===== config.mk =====
export PLATFORM = sky130hd
export DESIGN_NAME = http_chunked_body_decoder
export DESIGN_NICKNAME = d
export VERILOG_FILES = /design/src/hw/rtl/chbd_pkg.sv /design/src/hw/rtl/chbd_parse.sv /design/src/hw/rtl/chbd_out.sv /design/src/hw/rtl/http_chunked_body_decoder.sv
export SDC_FILE = /design/constraint.sdc
export NUM_CORES = 1
export LEC_CHECK = 0
export BUFFER_PORTS_ARGS = -buffer_cell sky130_fd_sc_hd__buf_2
export CORE_UTILIZATION = 60
export DETAILED_ROUTE_END_ITERATION = 8
export GPL_TIMING_DRIVEN = 0
export PLACE_DENSITY = 0.78
export RECOVER_POWER = 100
export SLEW_MARGIN = 20
export SYNTH_ARGS = -nofsm -noshare
export SYNTH_HDL_FRONTEND = slang
export SYNTH_HIERARCHICAL = 1
export SYNTH_SLANG_ARGS = --single-unit

===== constraint.sdc =====
create_clock -name clk -period 3.3 [get_ports clk]
set_input_delay 0.33 -clock clk [delete_from_list [all_inputs] [get_ports clk]]
set_output_delay 0.33 -clock clk [all_outputs]
set_load 0.1 [all_outputs]

===== src/hw/rtl/chbd_pkg.sv =====
`timescale 1ns / 1ps

package chbd_pkg;

    localparam int SIZE_BITS = 32;
    localparam int KEEP_BITS = 7;
    localparam logic [KEEP_BITS-1:0] LINE_KEEP = 7'd63;

    localparam logic [7:0] CH_LF    = 8'h0A;
    localparam logic [7:0] CH_CR    = 8'h0D;
    localparam logic [7:0] CH_SPACE = 8'h20;
    localparam logic [7:0] CH_TAB   = 8'h09;
    localparam logic [7:0] CH_VT    = 8'h0B;
    localparam logic [7:0] CH_FF    = 8'h0C;
    localparam logic [7:0] CH_PLUS  = 8'h2B;
    localparam logic [7:0] CH_MINUS = 8'h2D;
    localparam logic [7:0] CH_X_LO  = 8'h78;
    localparam logic [7:0] CH_X_UP  = 8'h58;

    localparam logic [1:0] KIND_PAYLOAD = 2'd0;
    localparam logic [1:0] KIND_END     = 2'd1;
    localparam logic [1:0] KIND_EARLY   = 2'd2;

    typedef enum logic [2:0] {
        PH_WS,
        PH_SIGN,
        PH_DIGITS,
        PH_PREFIX,
        PH_STOP,
        PH_PAYLOAD
    } phase_t;

    typedef struct packed {
        logic [7:0] data_byte;
        logic       stream_end;
    } in_item_t;

    typedef struct packed {
        logic [7:0] out_byte;
        logic [1:0] kind;
    } out_item_t;

    typedef struct packed {
        logic      valid;
        out_item_t item;
    } result_t;

    // bit 4 set: not a hex digit
    function automatic logic [4:0] hex_digit(input logic [7:0] c);
        logic [4:0] r;
        r = 5'h10;
        if (c >= 8'h30 && c <= 8'h39)
            r = {1'b0, 4'(c - 8'h30)};
        else if (c >= 8'h61 && c <= 8'h66)
            r = {1'b0, 4'(c - 8'h57)};
        else if (c >= 8'h41 && c <= 8'h46)
            r = {1'b0, 4'(c - 8'h37)};
        return r;
    endfunction

endpackage


===== src/hw/rtl/chbd_parse.sv =====
`timescale 1ns / 1ps

module chbd_parse (
    input  logic              clk,
    input  logic              rst_n,
    input  logic              step,
    input  chbd_pkg::in_item_t item,
    output chbd_pkg::result_t result,
    output logic              finished
);

    chbd_pkg::phase_t                   phase_reg, phase_next;
    logic [chbd_pkg::SIZE_BITS-1:0]     acc_reg, acc_next;
    logic [chbd_pkg::SIZE_BITS-1:0]     rem_reg, rem_next;
    logic [chbd_pkg::KEEP_BITS-1:0]     kept_reg, kept_next;
    logic                               neg_reg, neg_next;
    logic                               lone_reg, lone_next;
    logic                               fin_reg, fin_next;

    logic [7:0] c;
    logic [4:0] hd;
    logic       is_hex;
    logic       is_blank;
    logic       is_sign;
    logic       is_x;
    logic       keep_char;
    logic       line_done;
    logic [chbd_pkg::SIZE_BITS-1:0] acc_shift;

    assign c         = item.data_byte;
    assign hd        = chbd_pkg::hex_digit(c);
    assign is_hex    = !hd[4];
    assign is_blank  = (c == chbd_pkg::CH_SPACE) || (c == chbd_pkg::CH_TAB) ||
                       (c == chbd_pkg::CH_VT) || (c == chbd_pkg::CH_FF);
    assign is_sign   = (c == chbd_pkg::CH_PLUS) || (c == chbd_pkg::CH_MINUS);
    assign is_x      = (c == chbd_pkg::CH_X_LO) || (c == chbd_pkg::CH_X_UP);
    assign keep_char = (c != chbd_pkg::CH_LF) && (c != chbd_pkg::CH_CR) &&
                       (kept_reg < chbd_pkg::LINE_KEEP);
    // last payload byte of the chunk
    assign line_done = (rem_reg == chbd_pkg::SIZE_BITS'(1));

    // saturate once the top nibble is occupied
    assign acc_shift = (acc_reg[chbd_pkg::SIZE_BITS-1 -: 4] != 4'h0) ?
                       {chbd_pkg::SIZE_BITS{1'b1}} :
                       {acc_reg[chbd_pkg::SIZE_BITS-5:0], hd[3:0]};

    // next phase
    always_comb
    begin
        phase_next = phase_reg;
        if (step && !fin_reg && !item.stream_end) begin
            if (phase_reg == chbd_pkg::PH_PAYLOAD) begin
                if (line_done)
                    phase_next = chbd_pkg::PH_WS;
            end
            else if (c == chbd_pkg::CH_LF) begin
                if (kept_reg != '0 && !neg_reg && acc_reg != '0)
                    phase_next = chbd_pkg::PH_PAYLOAD;
                else
                    phase_next = chbd_pkg::PH_WS;
            end
            else if (keep_char) begin
                case (phase_reg)
                    chbd_pkg::PH_WS:
                        if (is_blank)
                            phase_next = chbd_pkg::PH_WS;
                        else if (is_sign)
                            phase_next = chbd_pkg::PH_SIGN;
                        else
                            phase_next = is_hex ? chbd_pkg::PH_DIGITS : chbd_pkg::PH_STOP;
                    chbd_pkg::PH_SIGN:
                        phase_next = is_hex ? chbd_pkg::PH_DIGITS : chbd_pkg::PH_STOP;
                    chbd_pkg::PH_DIGITS:
                        if (lone_reg && is_x)
                            phase_next = chbd_pkg::PH_PREFIX;
                        else if (!is_hex)
                            phase_next = chbd_pkg::PH_STOP;
                    chbd_pkg::PH_PREFIX:
                        phase_next = is_hex ? chbd_pkg::PH_DIGITS : chbd_pkg::PH_STOP;
                    default:
                        phase_next = phase_reg;
                endcase
            end
        end
    end

    // datapath and result
    always_comb
    begin
        acc_next  = acc_reg;
        rem_next  = rem_reg;
        kept_next = kept_reg;
        neg_next  = neg_reg;
        lone_next = lone_reg;
        fin_next  = fin_reg;
        result    = '0;
        if (step && !fin_reg) begin
            if (item.stream_end) begin
                result.valid     = 1'b1;
                result.item.kind = chbd_pkg::KIND_EARLY;
                fin_next         = 1'b1;
            end
            else if (phase_reg == chbd_pkg::PH_PAYLOAD) begin
                result.valid         = 1'b1;
                result.item.kind     = chbd_pkg::KIND_PAYLOAD;
                result.item.out_byte = c;
                rem_next             = rem_reg - chbd_pkg::SIZE_BITS'(1);
                if (line_done) begin
                    acc_next  = '0;
                    kept_next = '0;
                    neg_next  = 1'b0;
                    lone_next = 1'b0;
                end
            end
            else if (c == chbd_pkg::CH_LF) begin
                if (kept_reg != '0) begin
                    if (neg_reg || acc_reg == '0) begin
                        result.valid     = 1'b1;
                        result.item.kind = chbd_pkg::KIND_END;
                        fin_next         = 1'b1;
                    end
                    else begin
                        rem_next = acc_reg;
                    end
                end
                acc_next  = '0;
                kept_next = '0;
                neg_next  = 1'b0;
                lone_next = 1'b0;
            end
            else if (keep_char) begin
                kept_next = kept_reg + chbd_pkg::KEEP_BITS'(1);
                case (phase_reg)
                    chbd_pkg::PH_WS, chbd_pkg::PH_SIGN:
                        if (phase_reg == chbd_pkg::PH_WS && is_sign)
                            neg_next = (c == chbd_pkg::CH_MINUS);
                        else if (!(phase_reg == chbd_pkg::PH_WS && is_blank) && is_hex) begin
                            acc_next  = chbd_pkg::SIZE_BITS'(hd[3:0]);
                            lone_next = (hd[3:0] == 4'h0);
                        end
                    chbd_pkg::PH_DIGITS:
                        if (lone_reg && is_x)
                            lone_next = 1'b0;
                        else if (is_hex) begin
                            lone_next = 1'b0;
                            acc_next  = acc_shift;
                        end
                    chbd_pkg::PH_PREFIX:
                        if (is_hex)
                            acc_next = chbd_pkg::SIZE_BITS'(hd[3:0]);
                    default:
                        acc_next = acc_reg;
                endcase
            end
        end
    end

    always_ff @(posedge clk or negedge rst_n)
    begin
        if (!rst_n) begin
            phase_reg <= chbd_pkg::PH_WS;
            acc_reg   <= '0;
            rem_reg   <= '0;
            kept_reg  <= '0;
            neg_reg   <= 1'b0;
            lone_reg  <= 1'b0;
            fin_reg   <= 1'b0;
        end
        else begin
            phase_reg <= phase_next;
            acc_reg   <= acc_next;
            rem_reg   <= rem_next;
            kept_reg  <= kept_next;
            neg_reg   <= neg_next;
            lone_reg  <= lone_next;
            fin_reg   <= fin_next;
        end
    end

    assign finished = fin_reg;

endmodule


===== src/hw/rtl/chbd_out.sv =====
`timescale 1ns / 1ps

module chbd_out (
    input  logic               clk,
    input  logic               rst_n,
    input  logic               load,
    input  chbd_pkg::result_t  result,
    output logic               out_valid,
    input  logic               out_ready,
    output chbd_pkg::out_item_t out_data
);

    logic                valid_reg;
    chbd_pkg::out_item_t data_reg;

    always_ff @(posedge clk or negedge rst_n)
    begin
        if (!rst_n)
            valid_reg <= 1'b0;
        else if (load)
            valid_reg <= result.valid;
        else if (out_ready)
            valid_reg <= 1'b0;
    end

    always_ff @(posedge clk)
    begin
        if (load && result.valid)
            data_reg <= result.item;
    end

    assign out_valid = valid_reg;
    assign out_data  = data_reg;

endmodule


===== src/hw/rtl/http_chunked_body_decoder.sv =====
`timescale 1ns / 1ps
// Each byte's result passes through the input register, then the result register;
// the input register holds its byte while the result register waits for out_ready.
// Throughput: one byte per cycle unless out_ready stalls; the parser updates once per byte.
// Reset: asynchronous, clears the parser state and both valid flags; the
// decoder restarts on a fresh size line.

module http_chunked_body_decoder (
    input  logic                clk,
    input  logic                rst_n,
    input  logic                in_valid,
    output logic                in_ready,
    input  chbd_pkg::in_item_t  in_data,
    output logic                out_valid,
    input  logic                out_ready,
    output chbd_pkg::out_item_t out_data
);

    logic               in_valid_reg;
    chbd_pkg::in_item_t in_data_reg;
    logic               advance;
    chbd_pkg::result_t  result;
    logic               finished;

    // stage moves on when the result register is free or being emptied
    assign advance  = in_valid_reg && (!out_valid || out_ready);
    assign in_ready = !in_valid_reg || advance;

    always_ff @(posedge clk or negedge rst_n)
    begin
        if (!rst_n)
            in_valid_reg <= 1'b0;
        else if (in_ready)
            in_valid_reg <= in_valid;
    end

    always_ff @(posedge clk)
    begin
        if (in_ready && in_valid)
            in_data_reg <= in_data;
    end

    chbd_parse u_parse (
        .clk      (clk),
        .rst_n    (rst_n),
        .step     (advance),
        .item     (in_data_reg),
        .result   (result),
        .finished (finished)
    );

    chbd_out u_out (
        .clk       (clk),
        .rst_n     (rst_n),
        .load      (advance),
        .result    (result),
        .out_valid (out_valid),
        .out_ready (out_ready),
        .out_data  (out_data)
    );

    // an end or error transaction is only ever shown after the parser has latched finish
    assert property (@(posedge clk) disable iff (!rst_n)
        out_valid && out_data.kind != chbd_pkg::KIND_PAYLOAD |-> finished)
        else $error("terminal result without finish");

    // once finished, the parser never produces another result
    assert property (@(posedge clk) disable iff (!rst_n)
        $past(finished) |-> !result.valid)
        else $error("result after finish");

    // terminal results carry no byte
    assert property (@(posedge clk) disable iff (!rst_n)
        out_valid && out_data.kind != chbd_pkg::KIND_PAYLOAD |-> out_data.out_byte == 8'h00)
        else $error("terminal result with non-zero byte");

    // the input stage can always take a transaction when empty
    assert property (@(posedge clk) disable iff (!rst_n)
        !in_valid_reg |-> in_ready)
        else $error("empty input stage stalled");

endmodule


==> impl_results.md, run 1 <==
* Worst-Skew Late Latency at approximately 0.36 ns
* Vias at a little over 5000
* Die Ht at about 99 um
* Area grow syn2layout at 9.075%
* CTS Buf Count at 9
* Max-Cap Viols at 1
* Final HPWL DP at between 10 and 15 mm
* DIE WIDTH at 99.07 um
* Final setup vio count at 0
* H-tree Lvls at 3
* CTS tree: done
* Synth top area share at 0.3497
* Placed cell areas at around 0.006 sq mm
* Post-synth top area cell: dfrtp_1
* Worst rel slew slack at -0.1890
* Final Hold Viols at 0
* Gr usage total at 0.3112
* Starting Density at 0.6147
* Mapped Cells at ~600
* Int Pwr at 1835 uW
* Vias per inst at about 6.7
* Synth Area per Inst at around 9.3 sq um
* Global-route wire length before repair at between 20 and 25 mm
* Peak fanout along the critical path at 8
* Dominant synthesized flop cell: dfrtp_1
* Clock skew at between 0.015 and 0.02 ns
* Setup TNS at 0 ns
* Vias in the first global route at between 4000 and 5000
* Final Non-Filler Cells at between 700 and 800
* Outcome: finished with violations
* Post-Place Cells at 744
* CP Class: flip-flop to flip-flop
* Reg2reg path depth at 8
* Register area share after synthesis at 0.4506
* Sw Ratio at 0.2949
* Period utilisation layout at 0.9586
* Pwr dens at between 400 and 500 mW/mm^2
* Die Area at 0.009814 sq mm
* GRT Residual Overflow at 0
* HP Start: in_data[5]
* Longest Clk Path Bufs at 2
* Final instance area at a little over 0.006 sq mm
* Final core occ at 0.6705
* Yosys warns at 6
* Library cells used by synthesis at 70
* Row count at 35
* Syn nets at roughly 630
* Number of enable flip-flop cells after synthesis at 19
* RSZ-0062 raised after global routing: no
* First drt pass iteration count at 5
* Hold EP: in_data_reg[5]$_DFFE_PP_
* # port buffers at 24
* Count leader, synth: dfrtp_1
* Routed WL per cell at 19.49 um
* End of the worst register-to-register path: u_parse/acc_reg[2]$_DFFE_PN0P_
* Worst Hold Depth at 1
* Critical path capture point type: flip-flop
* Synthesis-stage register bit count at around 100
* Maximum VDD drop at 0.2717 mV
* Core area at slightly above 0.009 sq mm
* Largest net degree at the start of global routing at 51
* Failing checks: max-capacitance violations, max-slew violations
* Reg2Reg Setup Slack at roughly 0.14 ns
* Clk root buf: clkbuf_8
* Drt total wl at approximately 15 mm
* Clock Sinks at between 90 and 100
* Tightest Hold Check Type: primary input to flip-flop
* Antenna Nets Post-Route at 0
* Fill count at roughly 730
* Share of cells above drive strength 1 at 0.09801
* Worst slew pin tran at 1.783 ns
* Leading post-synthesis cells by cell area: dfrtp_1 (35%), edfxtp_1 (10%), mux2i_1 (5.5%), a21oi_1 (4.7%), o21ai_0 (4.6%)
* Final Max Slew Viols at 30
* Startpoint types: flip-flop
* Ports at 25
* Antenna diodes at 0
* Critical path data arrival time at between 3 and 4 ns
* CTS clk-pin slew, worst paths at ~0.1 ns
* Highest Clock Rate at ~320 MHz
* Launching point of the worst reg2reg path: u_parse/rem_reg[11]$_DFFE_PN0P_
* Leak at approximately 0.0025 uW
* First DRT Iteration DRCs at around 470
* Async set-reset flop share out of synthesis at 0.8061
* Commonest cells in the netlist: dfrtp_1 (79), a21oi_1 (53), o21ai_0 (52)
* Sw Pwr at 767.7 uW
* Fin crit period at 3.163 ns
* Initial antenna violation count at 0
* Seq pwr share at 0.565
* Combinational Power Share at 0.132
* # DRC at 0
* Net count, final at about 670
* Cell Area, Synth at about 0.0057 sq mm
* Clock share of power at 0.303
* CP Data Required Time at about 3.5 ns
* Gpl congestion at 0.9038
worst max-delay path, stage by stage, from the launching register on:
cell      delay [ns]
dfrtp_1         0.41
or4_4           0.59
nor3_4          0.31
nand4_2         0.17
or4b_1          0.52
buf_2           0.20
a22oi_4         0.34
clkbuf_4        0.20
mux2_2          0.32
cells by family after synthesis:
| family | share of synthesized area |
|---|---|
| AND/OR/NAND/NOR | 0.1939 |
| AO/OA/AOI/OAI | 0.2061 |
| flip-flops | 0.4506 |
| buffers and inverters | 0.05954 |
| multiplexers | 0.07216 |
| adder cells (fa/ha/maj) | 0.01771 |
worst max-delay path by stage:
stage	startpoint	cells after the start	slack (ns)	end
final	u_parse/rem_reg[11]$_DFFE_PN0P_	8	0.14	u_parse/acc_reg[2]$_DFFE_PN0P_
after global placement	out_ready	11	-0.10	u_parse/acc_reg[1]$_DFFE_PN0P_
after CTS	u_out/out_valid$_DFFE_PN0P_	9	0.04	u_parse/acc_reg[0]$_DFFE_PN0P_
after floorplan	u_out/out_valid$_DFFE_PN0P_	9	0.07	u_parse/acc_reg[0]$_DFFE_PN0P_
after detailed placement	out_ready	11	-0.13	u_parse/acc_reg[1]$_DFFE_PN0P_
after global routing	u_parse/rem_reg[11]$_DFFE_PN0P_	8	0.03	u_parse/acc_reg[2]$_DFFE_PN0P_
stage by stage:
| step | setup WS, ns | power (uW) | hold slack, ns |
|---|---|---|---|
| floorplan | 0.06645 | 1683 | 0.03441 |
| global placement | -0.1040 | 1794 | 0.4454 |
| detailed placement | -0.1326 | 1830 | 0.2968 |
| CTS | 0.03745 | 2599 | 0.1348 |
| global route | 0.02533 | 2713 | 0.1235 |
| finish | 0.1367 | 2603 | 0.1407 |
final cells by class:
cell class / count / area (sq um) / share of cell area
timing repair buffer: 29 / 176.4 / 0.02861
clock buffer: 10 / 127.6 / 0.02070
clock inverter: 6 / 66.31 / 0.01075
tap: 111 / 138.9 / 0.02252
multi-input combinational: 429 / 2771 / 0.4495
buffer: 38 / 176.4 / 0.02861
inverter: 43 / 161.4 / 0.02618
sequential: 98 / 2547 / 0.4131
power by group through the flow:
stage | sequential, uW | combinational (uW) | clock, uW
2_1_floorplan | 1440 | 245 | 0
3_3_place_gp | 1480 | 310 | 0
6_report | 1470 | 344 | 788
4_1_cts | 1470 | 343 | 791
3_5_place_dp | 1490 | 340 | 0
5_1_grt | 1480 | 380 | 851
layout by cell type, fill, tap and decap left out, types with 8 or more instances in the layout:
cell / n
a21oi_1: 53
a31oi_1: 8
buf_2: 16
clkbuf_1: 43
clkbuf_8: 9
dfrtp_1: 79
edfxtp_1: 19
ha_1: 8
inv_1: 43
mux2i_1: 31
nand2_1: 48
nand3_1: 17
nor2_1: 34
nor3_1: 20
nor4_1: 12
o21ai_0: 52
o22ai_1: 16
metal layers:
layer,track usage,vias to the layer above,share of wire
met5,0,-,0
met4,0.1256,0,0.027
met3,0.04894,41,0.076
met2,0.4825,271,0.47
met1,0.4398,2487,0.42
li1,-,2326,-
timing repair:
item                                    in CTS  in global routing
setup buffers                                2                  1
pin swaps                                    1                  1
gates resized for setup                      1                  6
hold buffers                                 1                  0
endpoints found under the setup margin      34                 48
hold endpoints to repair                    29                  0
No activity file was read; power rests on OpenSTA's default activity.
==> run 2, diff against run 1 <==
==> constraint.sdc (replaced) <==
create_clock -name clk -period 3.3 [get_ports clk]
set_input_delay 0.165 -clock clk [delete_from_list [all_inputs] [get_ports clk]]
set_output_delay 0.165 -clock clk [all_outputs]
set_load 0.1 [all_outputs]
==> run 2 against run 1 <==
  * The flow still finishes with violations (max-capacitance violations, max-slew violations)
  * Largest cell class unchanged
  * Sequential share of layout area is 0.87 points lower
  * Register-to-register slack got worse by 0.03 ns
  * Routed wire length about the same
  * Die area did not move
  * Setup slack got worse by 0.029 ns
  * Fmax shrank 0.90%
  * Non-clock buffer count increased by 10
  * Global-route usage rose by 0.27 points
  * Largest power group unchanged
  * Via count up 0.62%
  * Sequential power about the same
  * First-iteration DRC count down 6.6%
==> impl_results.md, run 2 (same netlist as run 1, synthesis figures left out) <==
* Gr usage total at 0.3139
* Final Non-Filler Cells at roughly 770
* Launching point of the worst reg2reg path: u_out/out_valid$_DFFE_PN0P_
* Clk root buf: clkbuf_8
* Ports at 25
* Startpoint types: flip-flop
* DIE WIDTH at 99.07 um
* Antenna diodes at 0
* CTS Buf Count at 9
* Critical path capture point type: flip-flop
* Die Area at around 0.01 sq mm
* Final setup vio count at 0
* Final Max Slew Viols at 30
* Largest net degree at the start of global routing at between 50 and 60
* Outcome: finished with violations
* Fin crit period at around 3.2 ns
* Combinational Power Share at 0.136
* Pwr dens at 414.3 mW/mm^2
* Row count at 35
* Multi-input gate area at 0.002789 sq mm
* First DRT Iteration DRCs at 438
* CP Data Required Time at approximately 3.5 ns
* Starting Density at 0.6147
* Vias in the first global route at about 4800
* CP peak stage delay at ~0.56 ns
* Antenna Nets Post-Route at 0
* Critical Path Slowest Stage Cell: or3b_2
* HP Start: out_ready
* Crit path from: u_out/out_valid$_DFFE_PN0P_
* Tightest Hold Check Type: primary input to flip-flop
* Critical-path cell list: a21boi_2 -> or3b_2 -> nor2_4 -> nand2_1 -> or4b_1 -> buf_2 -> a22oi_4 -> buf_8 -> mux2_4
* Critical path data arrival time at ~3.4 ns
* Clock skew at roughly 0.016 ns
* # DRC at 0
* Global-route wire length before repair at ~24 mm
* Vias at 5157
* Failing checks: max-capacitance violations, max-slew violations
* Share of cells above drive strength 1 at 0.1192
* Vias per inst at approximately 6.7
* Final HPWL DP at about 10 mm
* Longest Clk Path Bufs at 2
* Worst slew pin tran at ~1.8 ns
* Maximum VDD drop at 0.2721 mV
* Seq pwr share at 0.564
* Sequential Area at between 0.002 and 0.003 sq mm
* Reg2Reg Setup Slack at 0.11 ns
* CTS clk-pin slew, worst paths at 0.10 ns
* Highest Clock Rate at approximately 310 MHz
* Gpl congestion at approximately 0.9
* Clock share of power at 0.301
* CTS tree: done
* Final core occ at 0.6849
* Area grow syn2layout at 11.42%
* H-tree Lvls at 3
* Fill count at about 700
* Core area at between 0.009 and 0.01 sq mm
* Power Total at 2609 uW
* Peak fanout along the critical path at 10
* First drt pass iteration count at 5
* Routed WL per cell at a little under 20 um
* Initial antenna violation count at 0
* Sw Pwr at about 770 uW
* Die Ht at around 100 um
* # port buffers at 24
* Drt total wl at 14.90 mm
* Leak at ~0.0026 uW
* Final Hold Viols at 0
* Commonest non-fill, non-tap cell in the layout: dfrtp_1
* Sw Ratio at 0.2933
* Int Pwr at around 1800 uW
* Worst-Skew Late Latency at between 0.3 and 0.4 ns
* Most frequent cells in the layout: dfrtp_1 (79), a21oi_1 (53), o21ai_0 (52)
* GRT Residual Overflow at 0
* Max-Cap Viols at 1
* Clock Sinks at a little under 100
* Post-Place Cells at roughly 740
* CP Class: flip-flop to flip-flop
* Net count, final at just under 700
* Worst rel slew slack at -0.1956
* Period utilisation layout at 0.9673
run 2: what timing repair did:
item / in CTS / in global routing
hold buffers: 11 / 0
setup buffers: 2 / 1
gates resized for setup: 1 / 6
pin swaps: 1 / 1
endpoints found under the setup margin: 34 / 51
endpoints found under the hold margin: 39 / 0
run 2: worst paths after layout:
path,depth (start not counted),end
setup / recovery,9,u_parse/acc_reg[0]$_DFFE_PN0P_
hold / removal,3,in_valid_reg$_DFFE_PN0P_
setup reg to reg,9,u_parse/acc_reg[0]$_DFFE_PN0P_
hold reg to reg,1,u_parse/finished$_DFFE_PN0P_
max in group asynchronous,2,u_parse/rem_reg[19]$_DFFE_PN0P_
min in group asynchronous,2,u_parse/kept_reg[3]$_DFFE_PN0P_
run 2: final cells by class:
type | instances | area share
Buffer | 38 | 0.02801
Multi-Input combinational cell | 429 | 0.4428
Inverter | 43 | 0.02563
Timing Repair Buffer | 39 | 0.04629
Sequential cell | 98 | 0.4044
Tap cell | 111 | 0.02205
Clock buffer | 10 | 0.02026
Clock inverter | 6 | 0.01053
run 2: stage by stage:
stage | TNS, ns | hold slack (ns) | instance area, sq um | setup slack (ns)
4_1_cts | 0 | 0.1146 | 6277 | 0.03745
2_1_floorplan | 0 | -0.1306 | 5654 | 0.06645
3_3_place_gp | -0.1876 | 0.3418 | 5913 | -0.09396
5_1_grt | -0.01424 | 0.1368 | 6299 | -0.005228
3_5_place_dp | -0.2506 | 0.1318 | 5943 | -0.1197
6_report | 0 | 0.1233 | 6299 | 0.1079
run 2: power groups by stage:
| stage | registers, uW | clock network (uW) | logic [uW] |
|---|---|---|---|
| 3_5_place_dp | 1490 | 0 | 340 |
| 6_report | 1470 | 784 | 354 |
| 5_1_grt | 1480 | 851 | 392 |
| 3_3_place_gp | 1480 | 0 | 310 |
| 4_1_cts | 1470 | 791 | 352 |
| 2_1_floorplan | 1440 | 0 | 245 |
run 2: metal layers:
layer  wire (um)  global-route usage
met5           0                   0
met3         968             0.04894
met4         426              0.1256
met1        6410              0.4401
met2        7093              0.4917
run 2: critical path, delay by kind of cell, from the launching register on:
kind,cells,cell delay (ns)
buffers and inverters,2,0.41
muxes,1,0.30
and+or+nand+nor,4,1.28
DFF,1,0.46
AOI/OAI and AO/OA,2,0.62
==> run 3, diff against run 2 <==
Settings changed: RECOVER_POWER 100 to 50.
Clock period 3.3 ns to 3.2 ns, I/O delays scaled along.
==> run 3 against run 2 <==
  * The run now ends clean
  * Die area did not move
  * First-iteration DRC count is 12% higher
  * Combinational power about the same
  * Critical path type unchanged
==> impl_results.md, run 3 (same netlist as run 1, synthesis figures left out) <==
* CTS Buf Count at 9
* Antenna diodes at 0
* Critical path data arrival time at between 3 and 4 ns
* Leak at 0.002606 uW
* Commonest non-fill, non-tap cell in the layout: dfrtp_1
* CP Class: flip-flop to flip-flop
* Share of cells above drive strength 1 at 0.1158
* Initial antenna violation count at 0
* H-tree Lvls at 3
* Sw Pwr at ~760 uW
* First drt pass iteration count at 5
* Max-Cap Viols at 0
* Vias at about 5100
* # DRC at 0
* Starting Density at 0.6147
* CTS tree: done
* Core area at 0.009196 sq mm
* Maximum VDD drop at approximately 0.34 mV
* Vias in the first global route at between 4000 and 5000
* Critical Path Slowest Stage Cell: or4_4
* Vias per inst at between 6 and 7
* GR Layer Usage met3 at 0.04752
* Longest Clk Path Bufs at 2
* Fill count at between 700 and 800
* Die Area at around 0.01 sq mm
* Fin crit period at just over 3 ns
* Startpoint types: flip-flop
* GRT Residual Overflow at 0
* Clock skew at 0.01119 ns
* # port buffers at 24
* RSZ-0062 raised after global routing: no
* CP peak stage delay at between 0.5 and 0.6 ns
* Worst rel slew slack at 0.04505
* Die Ht at between 90 and 100 um
* Clock Sinks at 98
* Global-route wire length before repair at about 24 mm
* GRT met2 Usage at 0.4820
* Hold_ws at 0.03487 ns
* Critical path capture point type: flip-flop
* Peak fanout along the critical path at 10
* Post-Place Cells at approximately 740
* Ports at 25
* Gpl congestion at slightly below 0.9
* Global routing's busiest layer: met2
* Met1 Track Usage GR at 0.4477
* Row count at 35
* Net count, final at ~700
* Drt total wl at 14.68 mm
* Pre-CTS setup slack at -0.1358 ns
* Period utilisation layout at 0.9681
* Tightest Hold Check Type: primary input to flip-flop
* Largest net degree at the start of global routing at 59
* CTS clk-pin slew, worst paths at about 0.090 ns
* Sw Ratio at 0.2792
* Most frequent cells in the layout: dfrtp_1 (78), a21oi_1 (53), o21ai_0 (52)
* Final Non-Filler Cells at about 780
* Pwr dens at about 430 mW/mm^2
* Final Max Slew Viols at 0
* Area grow syn2layout at 11.49%
* First DRT Iteration DRCs at around 490
* Final setup vio count at 0
* Seq pwr share at 0.556
* Final worst slack at 0.1022 ns
* Clk root buf: clkbuf_8
* Gr usage total at 0.3134
* Clock share of power at 0.313
* Int Pwr at roughly 2000 uW
* Worst-Skew Late Latency at 0.37 ns
* Antenna Nets Post-Route at 0
* Final HPWL DP at a little over 10 mm
* Routed WL per cell at about 19 um
* Combinational Power Share at 0.131
* Final Hold Viols at 0
* Most frequent cell on the critical path: buf_6
* Critical-path cell list: or4_4 -> nor3_4 -> nand4_2 -> or4b_4 -> buf_6 -> a22oi_4 -> buf_4 -> buf_6 -> mux2i_1
* Worst slew pin tran at 1.432 ns
* Highest Clock Rate at approximately 320 MHz
* CP Data Required Time at 3.49 ns
* Outcome: completed
* DIE WIDTH at 99.07 um
-- run 3: power by group through the flow --
stage / sequential, uW / combinational (uW) / clock (uW)
6_report: 1510 / 356 / 854
5_1_grt: 1530 / 399 / 916
4_1_cts: 1510 / 356 / 875
3_5_place_dp: 1540 / 345 / 0
3_3_place_gp: 1530 / 321 / 0
2_1_floorplan: 1480 / 253 / 0
-- run 3: through the flow --
stage	utilization	area (sq um)	total power, uW	TNS [ns]
after CTS	0.6842	6292	2742	0
after global routing	0.6853	6302	2841	0
after global placement	0.6434	5917	1853	-0.2234
after floorplan	-	5658	1736	0
after detailed placement	0.6467	5947	1880	-0.6242
final	0.6853	6302	2724	0
-- run 3: routing by layer --
layer / wire [um] / vias to the layer above
li1: - / 2336
met1: 6592 / 2464
met2: 6771 / 216
met3: 928 / 35
met4: 386 / 0
met5: 0 / -
-- run 3: repair_timing --
item / CTS / global route
gates cloned: 0 / 0
pin swaps: 1 / 5
hold buffers: 10 / 0
buffers inserted: 2 / 5
endpoints found under the setup margin: 26 / 55
resized for setup: 1 / 10
hold endpoints to repair: 30 / 0
-- run 3: layout make-up --
class	instances	area [sq um]	share of cell area
multi-input cells	429	2788	0.4423
flip-flops and latches	98	2549	0.4044
repair buffers	42	282.8	0.04487
clock buffers	13	170.2	0.02700
plain buffers	37	167.7	0.02660
inverters	43	161.4	0.02561
well taps	111	138.9	0.02204
clock inverters	3	45.04	0.007147
-- run 3: critical path: cells and delay by family, from the launching register on --
kind	cells	cell delay (ns)
flip-flops	1	0.41
multiplexers	1	0.23
AO/OA/AOI/OAI	1	0.22
buffers and inverters	3	0.51
AND/OR/NAND/NOR	4	1.64
-- run 3: worst paths after layout --
kind                                                         to  slack, ns                           start  cells past startpoint
worst min-delay path                   in_valid_reg$_DFFE_PN0P_       0.03                        in_valid                      2
worst max-delay path            u_parse/acc_reg[30]$_DFFE_PN0P_       0.10  u_parse/rem_reg[9]$_DFFE_PN0P_                      9
worst max register to register  u_parse/acc_reg[30]$_DFFE_PN0P_       0.10  u_parse/rem_reg[9]$_DFFE_PN0P_                      9
worst min register to register     u_parse/finished$_DFFE_PN0P_       0.49    u_parse/finished$_DFFE_PN0P_                      1
max in group asynchronous        u_parse/rem_reg[2]$_DFFE_PN0P_       0.63                           rst_n                      3
min in group asynchronous       u_parse/kept_reg[2]$_DFFE_PN0P_       0.55                           rst_n                      2
